**config.mk**
```make
export PLATFORM = sky130hd
export DESIGN_NAME = text_command_tokenizer_unit_flat
export DESIGN_NICKNAME = d
export VERILOG_FILES = /design/src/design/tct_pkg.sv /design/src/design/tct_ifs.sv /design/src/design/tct_decode.sv /design/src/design/text_command_tokenizer_unit.sv /design/src/flat_wrapper.sv
export SDC_FILE = /design/constraint.sdc
export NUM_CORES = 2
export LEC_CHECK = 0
export ABC_AREA = 0
export ABC_CLOCK_PERIOD_IN_PS = 15100
export BUFFER_PORTS_ARGS = -buffer_cell sky130_fd_sc_hd__buf_2
export CAP_MARGIN = 5
export CORE_ASPECT_RATIO = 0.75
export CORE_MARGIN = 10
export CORE_UTILIZATION = 50
export DETAILED_ROUTE_END_ITERATION = 8
export PLACE_DENSITY = 0.79
export SYNTH_ARGS = -nofsm -noshare
export SYNTH_HDL_FRONTEND = slang
export SYNTH_SLANG_ARGS = --single-unit
```
**constraint.sdc**
```tcl
create_clock -name clock -period 15.1 [get_ports clock]
set_input_delay 3.02 -clock clock [delete_from_list [all_inputs] [get_ports clock]]
set_output_delay 3.02 -clock clock [all_outputs]
set_load 0.05 [all_outputs]
```
**src/design/tct_pkg.sv**
```systemverilog
package tct_pkg;

   // Character codes
   localparam logic [7:0] CH_NUL   = 8'h00;
   localparam logic [7:0] CH_TAB   = 8'h09;
   localparam logic [7:0] CH_LF    = 8'h0A;
   localparam logic [7:0] CH_CR    = 8'h0D;
   localparam logic [7:0] CH_SPACE = 8'h20;
   localparam logic [7:0] CH_BANG  = 8'h21;
   localparam logic [7:0] CH_HASH  = 8'h23;
   localparam logic [7:0] CH_PLUS  = 8'h2B;
   localparam logic [7:0] CH_COMMA = 8'h2C;
   localparam logic [7:0] CH_MINUS = 8'h2D;
   localparam logic [7:0] CH_DOT   = 8'h2E;
   localparam logic [7:0] CH_ZERO  = 8'h30;
   localparam logic [7:0] CH_COLON = 8'h3A;
   localparam logic [7:0] CH_SEMI  = 8'h3B;
   localparam logic [7:0] CH_UNDER = 8'h5F;
   localparam logic [7:0] CH_E     = 8'h65;
   localparam logic [7:0] CH_R     = 8'h72;

   // Result item kinds
   localparam logic [1:0] KIND_HEAD = 2'd0;
   localparam logic [1:0] KIND_CHAR = 2'd1;
   localparam logic [1:0] KIND_INT  = 2'd2;
   localparam logic [1:0] KIND_FIX  = 2'd3;

   // Error codes
   localparam logic [1:0] ERR_NONE      = 2'd0;
   localparam logic [1:0] ERR_NAME_LONG = 2'd1;
   localparam logic [1:0] ERR_TOO_MANY  = 2'd2;
   localparam logic [1:0] ERR_PARM_LONG = 2'd3;

   // Number bases
   localparam logic [4:0] BASE_BIN = 5'd2;
   localparam logic [4:0] BASE_OCT = 5'd8;
   localparam logic [4:0] BASE_DEC = 5'd10;
   localparam logic [4:0] BASE_HEX = 5'd16;

   localparam logic [5:0] DIGIT_NONE = 6'd63;

   // Reciprocal of ten for 20-bit dividends: q = (x * RECIP10) >> RECIP10_SH
   localparam logic [19:0] RECIP10    = 20'hCCCCD;
   localparam int          RECIP10_SH = 23;

   localparam int NAME_BYTES = 15;

   typedef enum logic [1:0] {MODE_WAIT, MODE_NAME, MODE_PARAM} mode_type;
   typedef enum logic [1:0] {S_IDLE, S_DECODE, S_EMIT} top_state_type;
   typedef enum logic [3:0] {
      D_IDLE, D_FIRST, D_BASE, D_WS, D_HX0, D_HX1, D_HX2,
      D_DIG, D_FSCAN, D_FDIV, D_FQ, D_SAT
   } dec_state_type;

   typedef struct packed {
      logic start;
      logic has_dot;
   } dec_cmd_type;

   typedef struct packed {
      logic        done;
      logic [1:0]  kind;
      logic [31:0] value;
   } dec_res_type;

   function automatic logic is_delim(input logic [7:0] c);
      return (c == CH_SPACE) || (c == CH_TAB) || (c == CH_CR) || (c == CH_LF) ||
             (c == CH_UNDER) || (c == CH_COMMA);
   endfunction

   function automatic logic is_space(input logic [7:0] c);
      return (c == CH_SPACE) || (c inside {[8'd9:8'd13]});
   endfunction

   function automatic logic is_letter(input logic [7:0] c);
      return (c inside {[8'h41:8'h5A]}) || (c inside {[8'h61:8'h7A]});
   endfunction

   function automatic logic [5:0] digit_of(input logic [7:0] c);
      logic [7:0] r;
      r = 8'(DIGIT_NONE);
      if (c inside {[8'h30:8'h39]}) r = c - 8'h30;
      else if (c inside {[8'h61:8'h7A]}) r = c - 8'h61 + 8'd10;
      else if (c inside {[8'h41:8'h5A]}) r = c - 8'h41 + 8'd10;
      return r[5:0];
   endfunction

   // Name bytes of the error command
   function automatic logic [7:0] err_byte(input int i);
      logic [7:0] r;
      r = CH_NUL;
      if (i == 0) r = CH_E;
      else if (i == 1 || i == 2) r = CH_R;
      return r;
   endfunction

endpackage

```
**src/design/tct_ifs.sv**
```systemverilog
interface tct_req_if;
   logic       valid;
   logic       ready;
   logic [7:0] char_in;

   modport source (output valid, output char_in, input ready);
   modport sink   (input valid, input char_in, output ready);
endinterface

interface tct_rsp_if;
   logic               valid;
   logic               ready;
   logic [1:0]         item_kind;
   logic [63:0]        name_low;
   logic [55:0]        name_high;
   logic signed [31:0] param_value;
   logic [3:0]         param_total;
   logic [1:0]         error_code;
   logic               last_item;

   modport source (output valid, output item_kind, output name_low, output name_high,
                   output param_value, output param_total, output error_code,
                   output last_item, input ready);
   modport sink   (input valid, input item_kind, input name_low, input name_high,
                   input param_value, input param_total, input error_code,
                   input last_item, output ready);
endinterface

```
**src/design/tct_decode.sv**
```systemverilog
// Parameter decoder: walks the stored token one byte per cycle through a
// shared multiply-accumulate unit, then a divide-by-ten step for fractions.
module tct_decode #(
   parameter int TOKEN_CHARS = 15
) (
   input  logic                                   clock,
   input  logic                                   reset,
   input  tct_pkg::dec_cmd_type                   cmd,
   input  logic [$clog2(TOKEN_CHARS+1)-1:0]       tok_length,
   output logic [$clog2(TOKEN_CHARS+3)-1:0]       rd_index,
   input  logic [7:0]                             rd_data,
   output tct_pkg::dec_res_type                   res
);
   import tct_pkg::*;

   localparam int IW = $clog2(TOKEN_CHARS + 3);

   dec_state_type state_ff, state_in;
   logic [IW-1:0] ptr_ff, ptr_in;
   logic [IW-1:0] fstart_ff, fstart_in;
   logic [32:0]   acc_ff, acc_in;
   logic [15:0]   q_ff, q_in;
   logic [39:0]   prod_ff, prod_in;
   logic          neg_ff, neg_in;
   logic          fix_ff, fix_in;
   logic [4:0]    base_ff, base_in;
   logic          done_ff, done_in;
   logic [1:0]    kind_ff, kind_in;
   logic [31:0]   value_ff, value_in;

   logic [5:0]    dig;
   logic          in_tok;
   logic [37:0]   mac_shift;
   logic [37:0]   mac_sum;
   logic [37:0]   mac_lim;
   logic [19:0]   frac_x;
   logic [32:0]   mag;

   // Shared arithmetic: acc * base + digit with clamp, and x / 10
   always_comb begin
      dig = digit_of(rd_data);
      in_tok = ptr_ff < IW'(tok_length);
      case (base_ff)
         BASE_BIN: mac_shift = {5'b0, acc_ff} << 1;
         BASE_OCT: mac_shift = {5'b0, acc_ff} << 3;
         BASE_HEX: mac_shift = {5'b0, acc_ff} << 4;
         default:  mac_shift = ({5'b0, acc_ff} << 3) + ({5'b0, acc_ff} << 1);
      endcase
      mac_sum = mac_shift + 38'(dig);
      mac_lim = fix_ff ? 38'h10000 : 38'h1_0000_0000;
      frac_x = {dig[3:0], 16'h0} + 20'(q_ff);
      prod_in = 40'(frac_x) * 40'(RECIP10);
      mag = fix_ff ? ({acc_ff[16:0], 16'h0} + 33'(q_ff)) : acc_ff;
   end

   // Read address
   always_comb begin
      case (state_ff)
         D_FIRST: rd_index = '0;
         D_BASE:  rd_index = IW'(1);
         D_HX1:   rd_index = ptr_ff + IW'(1);
         D_HX2:   rd_index = ptr_ff + IW'(2);
         default: rd_index = ptr_ff;
      endcase
   end

   // Sequencer
   always_comb begin
      state_in = state_ff;
      ptr_in = ptr_ff;
      fstart_in = fstart_ff;
      acc_in = acc_ff;
      q_in = q_ff;
      neg_in = neg_ff;
      fix_in = fix_ff;
      base_in = base_ff;
      done_in = 1'b0;
      kind_in = kind_ff;
      value_in = value_ff;
      case (state_ff)
         D_IDLE: begin
            if (cmd.start) begin
               fix_in = cmd.has_dot;
               state_in = D_FIRST;
            end
         end
         D_FIRST: begin
            acc_in = '0;
            q_in = '0;
            neg_in = 1'b0;
            if (tok_length == ($clog2(TOKEN_CHARS+1))'(1) && is_letter(rd_data)) begin
               done_in = 1'b1;
               kind_in = KIND_CHAR;
               value_in = 32'(rd_data);
               state_in = D_IDLE;
            end else if (rd_data == CH_HASH) begin
               state_in = D_BASE;
            end else begin
               base_in = BASE_DEC;
               ptr_in = '0;
               state_in = D_WS;
            end
         end
         D_BASE: begin
            fix_in = 1'b0;
            if (rd_data == 8'h4F || rd_data == 8'h6F) base_in = BASE_OCT;
            else if (rd_data == 8'h42 || rd_data == 8'h62) base_in = BASE_BIN;
            else base_in = BASE_HEX;
            ptr_in = IW'(2);
            state_in = D_WS;
         end
         D_WS: begin
            if (in_tok && is_space(rd_data)) begin
               ptr_in = ptr_ff + IW'(1);
            end else begin
               if (rd_data == CH_PLUS || rd_data == CH_MINUS) begin
                  neg_in = rd_data == CH_MINUS;
                  ptr_in = ptr_ff + IW'(1);
               end
               state_in = (base_ff == BASE_HEX && !fix_ff) ? D_HX0 : D_DIG;
            end
         end
         D_HX0: state_in = (rd_data == CH_ZERO) ? D_HX1 : D_DIG;
         D_HX1: state_in = (rd_data == 8'h78 || rd_data == 8'h58) ? D_HX2 : D_DIG;
         D_HX2: begin
            if (dig < 6'd16) ptr_in = ptr_ff + IW'(2);
            state_in = D_DIG;
         end
         D_DIG: begin
            if (in_tok && dig < 6'(base_ff)) begin
               acc_in = (mac_sum > mac_lim) ? mac_lim[32:0] : mac_sum[32:0];
               ptr_in = ptr_ff + IW'(1);
            end else if (fix_ff && rd_data == CH_DOT) begin
               ptr_in = ptr_ff + IW'(1);
               fstart_in = ptr_ff + IW'(1);
               state_in = D_FSCAN;
            end else begin
               state_in = D_SAT;
            end
         end
         // Find the end of the fraction, then fold its digits back to front
         D_FSCAN: begin
            if (in_tok && dig < 6'(BASE_DEC)) begin
               ptr_in = ptr_ff + IW'(1);
            end else if (ptr_ff == fstart_ff) begin
               state_in = D_SAT;
            end else begin
               ptr_in = ptr_ff - IW'(1);
               state_in = D_FDIV;
            end
         end
         D_FDIV: state_in = D_FQ;
         D_FQ: begin
            q_in = prod_ff[RECIP10_SH+15:RECIP10_SH];
            if (ptr_ff == fstart_ff) begin
               state_in = D_SAT;
            end else begin
               ptr_in = ptr_ff - IW'(1);
               state_in = D_FDIV;
            end
         end
         D_SAT: begin
            done_in = 1'b1;
            kind_in = fix_ff ? KIND_FIX : KIND_INT;
            if (neg_ff) value_in = (mag >= 33'h8000_0000) ? 32'h8000_0000 : -mag[31:0];
            else value_in = (mag >= 33'h7FFF_FFFF) ? 32'h7FFF_FFFF : mag[31:0];
            state_in = D_IDLE;
         end
         default: state_in = D_IDLE;
      endcase
   end

   always_ff @(posedge clock) begin
      if (reset) begin
         state_ff <= D_IDLE;
         done_ff <= 1'b0;
      end else begin
         state_ff <= state_in;
         done_ff <= done_in;
      end
      ptr_ff <= ptr_in;
      fstart_ff <= fstart_in;
      acc_ff <= acc_in;
      q_ff <= q_in;
      prod_ff <= prod_in;
      neg_ff <= neg_in;
      fix_ff <= fix_in;
      base_ff <= base_in;
      kind_ff <= kind_in;
      value_ff <= value_in;
   end

   assign res.done = done_ff;
   assign res.kind = kind_ff;
   assign res.value = value_ff;

endmodule

```
**src/design/text_command_tokenizer_unit.sv**
```systemverilog
// Text command tokenizer. Takes one ASCII byte per transfer on req_chan and
// returns, for each completed command, a header item and then one item per
// parameter on rsp_chan, one item per cycle while the sink is ready. A
// delimiter or ';' that ends a parameter runs the decoder, which reads the
// stored token one byte per cycle through one shared multiply-accumulate
// unit, with extra steps for a '#' base and a divide-by-ten step per
// fraction digit for Q16.16 values. The output register lets the next byte
// in while the last item of a command waits to be taken.
module text_command_tokenizer_unit #(
   parameter int TOKEN_CHARS = 15,
   parameter int MAX_PARAMS  = 8
) (
   input logic        clock,
   input logic        reset,
   tct_req_if.sink    req_chan,
   tct_rsp_if.source  rsp_chan
);
   import tct_pkg::*;

   localparam int LEN_W = $clog2(TOKEN_CHARS + 1);
   localparam int TIW   = $clog2(TOKEN_CHARS);
   localparam int IW    = $clog2(TOKEN_CHARS + 3);
   localparam int PCW   = $clog2(MAX_PARAMS + 1);
   localparam int PIW   = (MAX_PARAMS > 1) ? $clog2(MAX_PARAMS) : 1;

   top_state_type state_ff, state_in;
   mode_type      mode_ff, mode_in;
   logic [7:0]    tok_ff [TOKEN_CHARS];
   logic [7:0]    tok_in [TOKEN_CHARS];
   logic [7:0]    cmd_ff [TOKEN_CHARS];
   logic [7:0]    cmd_in [TOKEN_CHARS];
   logic [1:0]    kinds_ff [MAX_PARAMS];
   logic [1:0]    kinds_in [MAX_PARAMS];
   logic [31:0]   values_ff [MAX_PARAMS];
   logic [31:0]   values_in [MAX_PARAMS];
   logic [LEN_W-1:0] tl_ff, tl_in;
   logic          dot_ff, dot_in;
   logic [7:0]    prev_ff, prev_in;
   logic [PCW-1:0] pc_ff, pc_in;
   logic [7:0]    pend_ff, pend_in;
   logic [PCW-1:0] em_count_ff, em_count_in;
   logic [PCW-1:0] em_idx_ff, em_idx_in;
   logic [1:0]    em_code_ff, em_code_in;

   logic          rsp_valid_ff, rsp_valid_in;
   logic [1:0]    rsp_kind_ff, rsp_kind_in;
   logic [63:0]   rsp_low_ff, rsp_low_in;
   logic [55:0]   rsp_high_ff, rsp_high_in;
   logic [31:0]   rsp_value_ff, rsp_value_in;
   logic [3:0]    rsp_total_ff, rsp_total_in;
   logic [1:0]    rsp_code_ff, rsp_code_in;
   logic          rsp_last_ff, rsp_last_in;

   dec_cmd_type   dec_cmd;
   dec_res_type   dec_res;
   logic [IW-1:0] rd_index;
   logic [7:0]    rd_data;
   logic [7:0]    c;
   logic          accept;
   logic          load;
   logic [PCW-1:0] pc_next;
   logic [PIW-1:0] slot;
   logic [PIW-1:0] em_slot;
   logic [8*NAME_BYTES-1:0] name_bytes;

   // Name bytes beyond the configured length read as zero
   for (genvar g = 0; g < NAME_BYTES; g++) begin : g_name
      if (g < TOKEN_CHARS) begin : g_used
         assign name_bytes[8*g +: 8] = cmd_ff[g];
      end else begin : g_pad
         assign name_bytes[8*g +: 8] = CH_NUL;
      end
   end

   // Token read port for the decoder
   assign rd_data = (rd_index < IW'(tl_ff)) ? tok_ff[rd_index[TIW-1:0]] : CH_NUL;

   tct_decode #(.TOKEN_CHARS(TOKEN_CHARS)) u_decode (
      .clock      (clock),
      .reset      (reset),
      .cmd        (dec_cmd),
      .tok_length (tl_ff),
      .rd_index   (rd_index),
      .rd_data    (rd_data),
      .res        (dec_res)
   );

   assign req_chan.ready = state_ff == S_IDLE;
   assign accept = req_chan.valid && req_chan.ready;
   assign c = req_chan.char_in;
   assign load = !rsp_valid_ff || rsp_chan.ready;
   assign slot = (pc_ff < PCW'(MAX_PARAMS)) ? pc_ff[PIW-1:0] : PIW'(MAX_PARAMS - 1);
   assign pc_next = (pc_ff < PCW'(MAX_PARAMS)) ? pc_ff + PCW'(1) : pc_ff;
   assign em_slot = PIW'(em_idx_ff - PCW'(1));

   // Byte parser, decode hand-off and emission sequencer
   always_comb begin
      state_in = state_ff;
      mode_in = mode_ff;
      tok_in = tok_ff;
      cmd_in = cmd_ff;
      kinds_in = kinds_ff;
      values_in = values_ff;
      tl_in = tl_ff;
      dot_in = dot_ff;
      prev_in = prev_ff;
      pc_in = pc_ff;
      pend_in = pend_ff;
      em_count_in = em_count_ff;
      em_idx_in = em_idx_ff;
      em_code_in = em_code_ff;
      dec_cmd.start = 1'b0;
      dec_cmd.has_dot = dot_ff;
      rsp_valid_in = rsp_valid_ff && !rsp_chan.ready;
      rsp_kind_in = rsp_kind_ff;
      rsp_low_in = rsp_low_ff;
      rsp_high_in = rsp_high_ff;
      rsp_value_in = rsp_value_ff;
      rsp_total_in = rsp_total_ff;
      rsp_code_in = rsp_code_ff;
      rsp_last_in = rsp_last_ff;
      case (state_ff)
         S_IDLE: begin
            if (accept) begin
               if (c == CH_NUL || c == CH_BANG) begin
                  tl_in = '0;
                  dot_in = 1'b0;
                  pc_in = '0;
                  prev_in = CH_SPACE;
                  if (c == CH_BANG) mode_in = MODE_WAIT;
               end else if (c == CH_COLON) begin
                  mode_in = MODE_NAME;
                  tl_in = '0;
                  dot_in = 1'b0;
               end else begin
                  case (mode_ff)
                     MODE_NAME: begin
                        if (tl_ff >= LEN_W'(TOKEN_CHARS)) begin
                           for (int i = 0; i < TOKEN_CHARS; i++) cmd_in[i] = err_byte(i);
                           em_code_in = ERR_NAME_LONG;
                           em_count_in = '0;
                           em_idx_in = '0;
                           mode_in = MODE_WAIT;
                           state_in = S_EMIT;
                        end else if (c == CH_SEMI || is_delim(c)) begin
                           for (int i = 0; i < TOKEN_CHARS; i++) begin
                              if (LEN_W'(i) >= tl_ff) cmd_in[i] = CH_NUL;
                           end
                           pc_in = '0;
                           if (c == CH_SEMI) begin
                              em_code_in = ERR_NONE;
                              em_count_in = '0;
                              em_idx_in = '0;
                              mode_in = MODE_WAIT;
                              state_in = S_EMIT;
                           end else begin
                              mode_in = MODE_PARAM;
                              tl_in = '0;
                              dot_in = 1'b0;
                              prev_in = c;
                           end
                        end else begin
                           cmd_in[tl_ff[TIW-1:0]] = c;
                           tl_in = tl_ff + LEN_W'(1);
                        end
                     end
                     MODE_PARAM: begin
                        if (is_delim(c) || c == CH_SEMI) begin
                           if (!is_delim(prev_ff)) begin
                              pend_in = c;
                              dec_cmd.start = 1'b1;
                              state_in = S_DECODE;
                           end
                        end else if (tl_ff >= LEN_W'(TOKEN_CHARS)) begin
                           for (int i = 0; i < TOKEN_CHARS; i++) cmd_in[i] = err_byte(i);
                           em_code_in = ERR_PARM_LONG;
                           em_count_in = pc_ff;
                           em_idx_in = '0;
                           mode_in = MODE_WAIT;
                           state_in = S_EMIT;
                        end else begin
                           tok_in[tl_ff[TIW-1:0]] = c;
                           tl_in = tl_ff + LEN_W'(1);
                           prev_in = c;
                           if (c == CH_DOT) dot_in = 1'b1;
                        end
                     end
                     default: begin
                        mode_in = MODE_WAIT;
                        tl_in = '0;
                        dot_in = 1'b0;
                        pc_in = '0;
                     end
                  endcase
               end
            end
         end
         // Store the decoded parameter and finish the pending byte
         S_DECODE: begin
            if (dec_res.done) begin
               kinds_in[slot] = dec_res.kind;
               values_in[slot] = dec_res.value;
               tl_in = '0;
               dot_in = 1'b0;
               pc_in = pc_next;
               em_count_in = pc_next;
               em_idx_in = '0;
               if (pend_ff == CH_SEMI) begin
                  em_code_in = ERR_NONE;
                  mode_in = MODE_WAIT;
                  state_in = S_EMIT;
               end else if (pc_next >= PCW'(MAX_PARAMS)) begin
                  for (int i = 0; i < TOKEN_CHARS; i++) cmd_in[i] = err_byte(i);
                  em_code_in = ERR_TOO_MANY;
                  mode_in = MODE_WAIT;
                  state_in = S_EMIT;
               end else begin
                  prev_in = pend_ff;
                  state_in = S_IDLE;
               end
            end
         end
         // One result item per cycle into the output register while it is free or being taken
         S_EMIT: begin
            if (load) begin
               rsp_valid_in = 1'b1;
               rsp_last_in = em_idx_ff == em_count_ff;
               if (em_idx_ff == '0) begin
                  rsp_kind_in = KIND_HEAD;
                  rsp_low_in = name_bytes[63:0];
                  rsp_high_in = name_bytes[8*NAME_BYTES-1:64];
                  rsp_value_in = '0;
                  rsp_total_in = 4'(em_count_ff);
                  rsp_code_in = em_code_ff;
               end else begin
                  rsp_kind_in = kinds_ff[em_slot];
                  rsp_low_in = '0;
                  rsp_high_in = '0;
                  rsp_value_in = values_ff[em_slot];
                  rsp_total_in = '0;
                  rsp_code_in = ERR_NONE;
               end
               if (em_idx_ff == em_count_ff) state_in = S_IDLE;
               else em_idx_in = em_idx_ff + PCW'(1);
            end
         end
         default: state_in = S_IDLE;
      endcase
   end

   always_ff @(posedge clock) begin
      if (reset) begin
         state_ff <= S_IDLE;
         mode_ff <= MODE_WAIT;
         tl_ff <= '0;
         dot_ff <= 1'b0;
         prev_ff <= CH_SPACE;
         pc_ff <= '0;
         rsp_valid_ff <= 1'b0;
      end else begin
         state_ff <= state_in;
         mode_ff <= mode_in;
         tl_ff <= tl_in;
         dot_ff <= dot_in;
         prev_ff <= prev_in;
         pc_ff <= pc_in;
         rsp_valid_ff <= rsp_valid_in;
      end
      tok_ff <= tok_in;
      cmd_ff <= cmd_in;
      kinds_ff <= kinds_in;
      values_ff <= values_in;
      pend_ff <= pend_in;
      em_count_ff <= em_count_in;
      em_idx_ff <= em_idx_in;
      em_code_ff <= em_code_in;
      rsp_kind_ff <= rsp_kind_in;
      rsp_low_ff <= rsp_low_in;
      rsp_high_ff <= rsp_high_in;
      rsp_value_ff <= rsp_value_in;
      rsp_total_ff <= rsp_total_in;
      rsp_code_ff <= rsp_code_in;
      rsp_last_ff <= rsp_last_in;
   end

   assign rsp_chan.valid = rsp_valid_ff;
   assign rsp_chan.item_kind = rsp_kind_ff;
   assign rsp_chan.name_low = rsp_low_ff;
   assign rsp_chan.name_high = rsp_high_ff;
   assign rsp_chan.param_value = rsp_value_ff;
   assign rsp_chan.param_total = rsp_total_ff;
   assign rsp_chan.error_code = rsp_code_ff;
   assign rsp_chan.last_item = rsp_last_ff;

   a_pc_range: assert property (@(posedge clock) disable iff (reset)
      pc_ff <= PCW'(MAX_PARAMS)) else $error("parameter count out of range");

   a_tl_range: assert property (@(posedge clock) disable iff (reset)
      tl_ff <= LEN_W'(TOKEN_CHARS)) else $error("token length out of range");

   a_done_in_decode: assert property (@(posedge clock) disable iff (reset)
      dec_res.done |-> state_ff == S_DECODE) else $error("decode result while not waiting");

   a_emit_index: assert property (@(posedge clock) disable iff (reset)
      state_ff == S_EMIT |-> em_idx_ff <= em_count_ff) else $error("emit index past count");

endmodule

```
**src/flat_wrapper.sv**
```systemverilog
// flat-port wrapper written by rule: the top's interface ports become plain ports
module text_command_tokenizer_unit_flat import tct_pkg::*;
#(
   parameter int TOKEN_CHARS = 15,
   parameter int MAX_PARAMS  = 8
)
  (clock, reset, req_chan_valid, req_chan_char_in, req_chan_ready, rsp_chan_valid, rsp_chan_item_kind, rsp_chan_name_low, rsp_chan_name_high, rsp_chan_param_value, rsp_chan_param_total, rsp_chan_error_code, rsp_chan_last_item, rsp_chan_ready);
  tct_req_if req_chan_i ();
  tct_rsp_if rsp_chan_i ();
  input logic clock;
  input logic reset;
  input wire logic [$bits(req_chan_i.valid)-1:0] req_chan_valid;
  input wire logic [$bits(req_chan_i.char_in)-1:0] req_chan_char_in;
  output wire logic [$bits(req_chan_i.ready)-1:0] req_chan_ready;
  output wire logic [$bits(rsp_chan_i.valid)-1:0] rsp_chan_valid;
  output wire logic [$bits(rsp_chan_i.item_kind)-1:0] rsp_chan_item_kind;
  output wire logic [$bits(rsp_chan_i.name_low)-1:0] rsp_chan_name_low;
  output wire logic [$bits(rsp_chan_i.name_high)-1:0] rsp_chan_name_high;
  output wire logic [$bits(rsp_chan_i.param_value)-1:0] rsp_chan_param_value;
  output wire logic [$bits(rsp_chan_i.param_total)-1:0] rsp_chan_param_total;
  output wire logic [$bits(rsp_chan_i.error_code)-1:0] rsp_chan_error_code;
  output wire logic [$bits(rsp_chan_i.last_item)-1:0] rsp_chan_last_item;
  input wire logic [$bits(rsp_chan_i.ready)-1:0] rsp_chan_ready;
  assign req_chan_i.valid = req_chan_valid;
  assign req_chan_i.char_in = req_chan_char_in;
  assign req_chan_ready = req_chan_i.ready;
  assign rsp_chan_valid = rsp_chan_i.valid;
  assign rsp_chan_item_kind = rsp_chan_i.item_kind;
  assign rsp_chan_name_low = rsp_chan_i.name_low;
  assign rsp_chan_name_high = rsp_chan_i.name_high;
  assign rsp_chan_param_value = rsp_chan_i.param_value;
  assign rsp_chan_param_total = rsp_chan_i.param_total;
  assign rsp_chan_error_code = rsp_chan_i.error_code;
  assign rsp_chan_last_item = rsp_chan_i.last_item;
  assign rsp_chan_i.ready = rsp_chan_ready;
  text_command_tokenizer_unit #(.TOKEN_CHARS(TOKEN_CHARS), .MAX_PARAMS(MAX_PARAMS)) u_core (.clock(clock), .reset(reset), .req_chan(req_chan_i), .rsp_chan(rsp_chan_i));
endmodule
```
==> flow_summary_export.csv <==
group,metric,value,unit
run_status,status,"finished, final reports clean",
sta,hold_violations,0,
setup_path,critPathRequiredTime,15670,ps
sta,setup_violations,0,
setup_path,worst-path-max-fanout,24,
sta,finalCriticalPeriod,13040,ps
route,routed_via_density,6.08,
pwr,power_switching,0.000934,W
pwr,power.share.switching,20.3,%
setup_path,slowest_stage,"dfxtp_1",
grt,grt-ovfl-total,0,
sta,fmax,0.0767,GHz
pwr,power.total,0.00460,W
route,dr.pass1.iters,7,
clock_tree,postCtsSetupRepairBufs,0,
grt,globalRouteTotalUtil,22.3,%
synthesis,syn_area,47000,um^2
floorplan,initial_core_util,50.4,%
finish,layout.nets,4550,
floorplan,die_x,374,um
worst_hold_path,min_path_type,"reg -> reg",
clock_tree,tritoncts,"built",
clock_tree,clk_pin_slew_worst_paths,60,ps
setup_path,critPathKind,"reg -> reg",
synthesis,synth_edf_count,789,
clock_tree,htree_levels,3,
placed_design,gp_congestion,0.945,
synthesis,async_flop_share,0,%
finish,area_growth,10.3,%
sta,clock_skew,26.2,ps
run,maxCapViolations,0,
setup_path,cp-start-kind,"flop",
synthesis,seq_area_frac_synth,52.2,%
sta,worst_slew_pin_slew,1180,ps
floorplan,coreArea,93300,um^2
route,drc_errors,0,
finish,final_common_cell,"edfxtp_1",
synthesis,synth.distinct_cells,109,
grt,grt_pass1_wl,190,mm
pwr,intPower,0.00367,W
synthesis,postSynthAreaPerCell,11.7,um^2
route,routedWlPerCell,22.5,um
clock_tree,cts_inserted_buffers,81,
synthesis,yosys_register_bits,832,
pwr,ir_drop,0.0926,mV
grt,antenna_found_initial,3,
finish,drive_above_1_share,12.3,%
synthesis,ys_warn_count,0,
grt,grt_max_degree,94,
clock_tree,cts.sinks,832,
route,dr_total_vias,33100,
clock_tree,clk_latency,660,ps
clock_tree,cts-root-buf,"clkbuf_16",
clock_tree,cts_buffer_depth,3,
sta,rsz0062_at_grt,"false",
sta,finalMaxSlewViolations,0,
floorplan,dieArea,107000,um^2
route,routed_wl,122,mm
synthesis,synth-main-ff-cell,"edfxtp_1",
grt,grt_pass1_vias,32100,
sta,post-route-period-util,86.4,%
synthesis,syn_nets,4434,
pwr,pwr-share-comb,0.9,%
placed_design,io_buffers,174,
floorplan,dieHeight,286,um
clock_tree,cts_resized,0,
pwr,seqPwrFrac,54.2,%
route,antenna_left,0,
pwr,clockPowerShare,44.9,%
pwr,pwr_density_cell,88.7,nW/um^2
pwr,leakage,19.2,nW
floorplan,ios,175,
floorplan,rows,97,
finish,utilization,55.6,%
setup_path,slowest_delay,840,ps
setup_path,cpMostUsedCell,"inv_1",
route,drt_iter0_drc,4182,
setup_path,end_kind,"flop",
sta,slew_headroom,21.2,%
setup_path,arrival,13620,ps
placed_design,dp_hpwl,83.3,mm
finish,layout_common_cells,"789 x edfxtp_1, 414 x nand2_1, 323 x inv_1",
clock_tree,hold_buffers,0,
synthesis,synthCells,4018,
sta,tns,0,ps
cell families (layout without fill, tap and decap cells):
group | after synthesis | after routing | share of synthesized area [%]
and+or+nand+nor | 1234 | 1234 | 12.9
DFF | 832 | 832 | 52.2
AOI/OAI and AO/OA | 764 | 764 | 10.3
buffers and inverters | 533 | 717 | 4.50
adders and majority gates | 406 | 406 | 13.0
muxes | 169 | 169 | 5.52
xor gates and xnor gates | 80 | 80 | 1.49
other | 0 | 2 | 0
state kept, by name (all words and copies together) (netlist names), 16 cells and up:
| register | count |
|---|---|
| u_core.cmd_ff | 120 |
| u_core.kinds_ff | 16 |
| u_core.u_decode.prod_ff | 16 |
| u_core.u_decode.acc_ff | 33 |
| u_core.rsp_chan.param_value | 32 |
| u_core.u_decode.q_ff | 16 |
| u_core.tok_ff | 120 |
| u_core.values_ff | 256 |
| u_core.rsp_chan.name_low | 64 |
| u_core.u_decode.value_ff | 32 |
| u_core.rsp_chan.name_high | 56 |
worst paths after layout:
path	slack, ps	endpoint	depth (start not counted)	from
worst min register to register	460	u_core.prev_ff[7]$_SDFFE_PP0P_	2	u_core.prev_ff[7]$_SDFFE_PP0P_
worst max-delay path	2060	u_core.u_decode.prod_ff[38]$_DFF_P_	45	u_core.u_decode.state_ff[1]$_SDFFE_PP0P_
worst min-delay path	460	u_core.prev_ff[7]$_SDFFE_PP0P_	2	u_core.prev_ff[7]$_SDFFE_PP0P_
worst max register to register	2060	u_core.u_decode.prod_ff[38]$_DFF_P_	45	u_core.u_decode.state_ff[1]$_SDFFE_PP0P_
synthesized netlist by cell type, types with 71 or more instances:
cell / instances / area, um^2
clkbuf_1: 134 / 503
a21oi_1: 316 / 1580
inv_1: 323 / 1210
o21ai_0: 116 / 581
nand3_1: 141 / 706
ha_1: 263 / 3290
mux4_2: 71 / 1600
fa_1: 141 / 2820
nor2_1: 216 / 811
mux2i_1: 86 / 861
and2_1: 164 / 1030
nand2_1: 415 / 1560
edfxtp_1: 789 / 23700
layout make-up:
cell class,instances,area (um^2)
fill,7511,41400
timing repair buffer,237,1340
inverter,329,1240
clock inverter,53,578
multi-input combinational,2653,20500
sequential,832,24600
antenna,2,5.00
clock buffer,98,2140
tap,1237,1550
worst max-delay path, delay by kind of cell, from the launching register on:
family | cells | cell delay (ps)
adders and majority gates | 10 | 4110
AOI/OAI and AO/OA | 17 | 4050
and+or+nand+nor | 8 | 2580
buffers and inverters | 9 | 1240
DFF | 1 | 840
xor gates and xnor gates | 1 | 130
layer usage:
layer | routed length (um) | up-vias | share of wire [%] | track usage [%]
met5 | 0 | - | 0 | 0
met3 | 13300 | 214 | 11 | 4.53
met2 | 54800 | 1795 | 45 | 34.1
met1 | 51400 | 16200 | 42 | 32.6
li1 | - | 14800 | - | -
met4 | 2760 | 0 | 2.3 | 5.42
metrics by stage:
| stage | std cells | cell area, um^2 | hold WS, ps | worst slack, ps |
|---|---|---|---|---|
| after global placement | 5288 | 49200 | 443 | 2490 |
| final | 5441 | 51900 | 456 | 2060 |
| after global routing | 5440 | 51900 | 492 | 1040 |
| after floorplan | 4018 | 47000 | 433 | 3780 |
| after detailed placement | 5288 | 49200 | 446 | 2230 |
| after CTS | 5439 | 51900 | 454 | 2150 |
power by group through the flow:
stage | clock [W] | combinational (W) | sequential [W]
floorplan | 0 | 0.0000176 | 0.00255
global placement | 0 | 0.0000383 | 0.00254
detailed placement | 0 | 0.0000390 | 0.00254
CTS | 0.00208 | 0.0000394 | 0.00250
global route | 0.00217 | 0.0000429 | 0.00249
finish | 0.00207 | 0.0000406 | 0.00249
No activity file was read; power rests on OpenSTA's default activity.
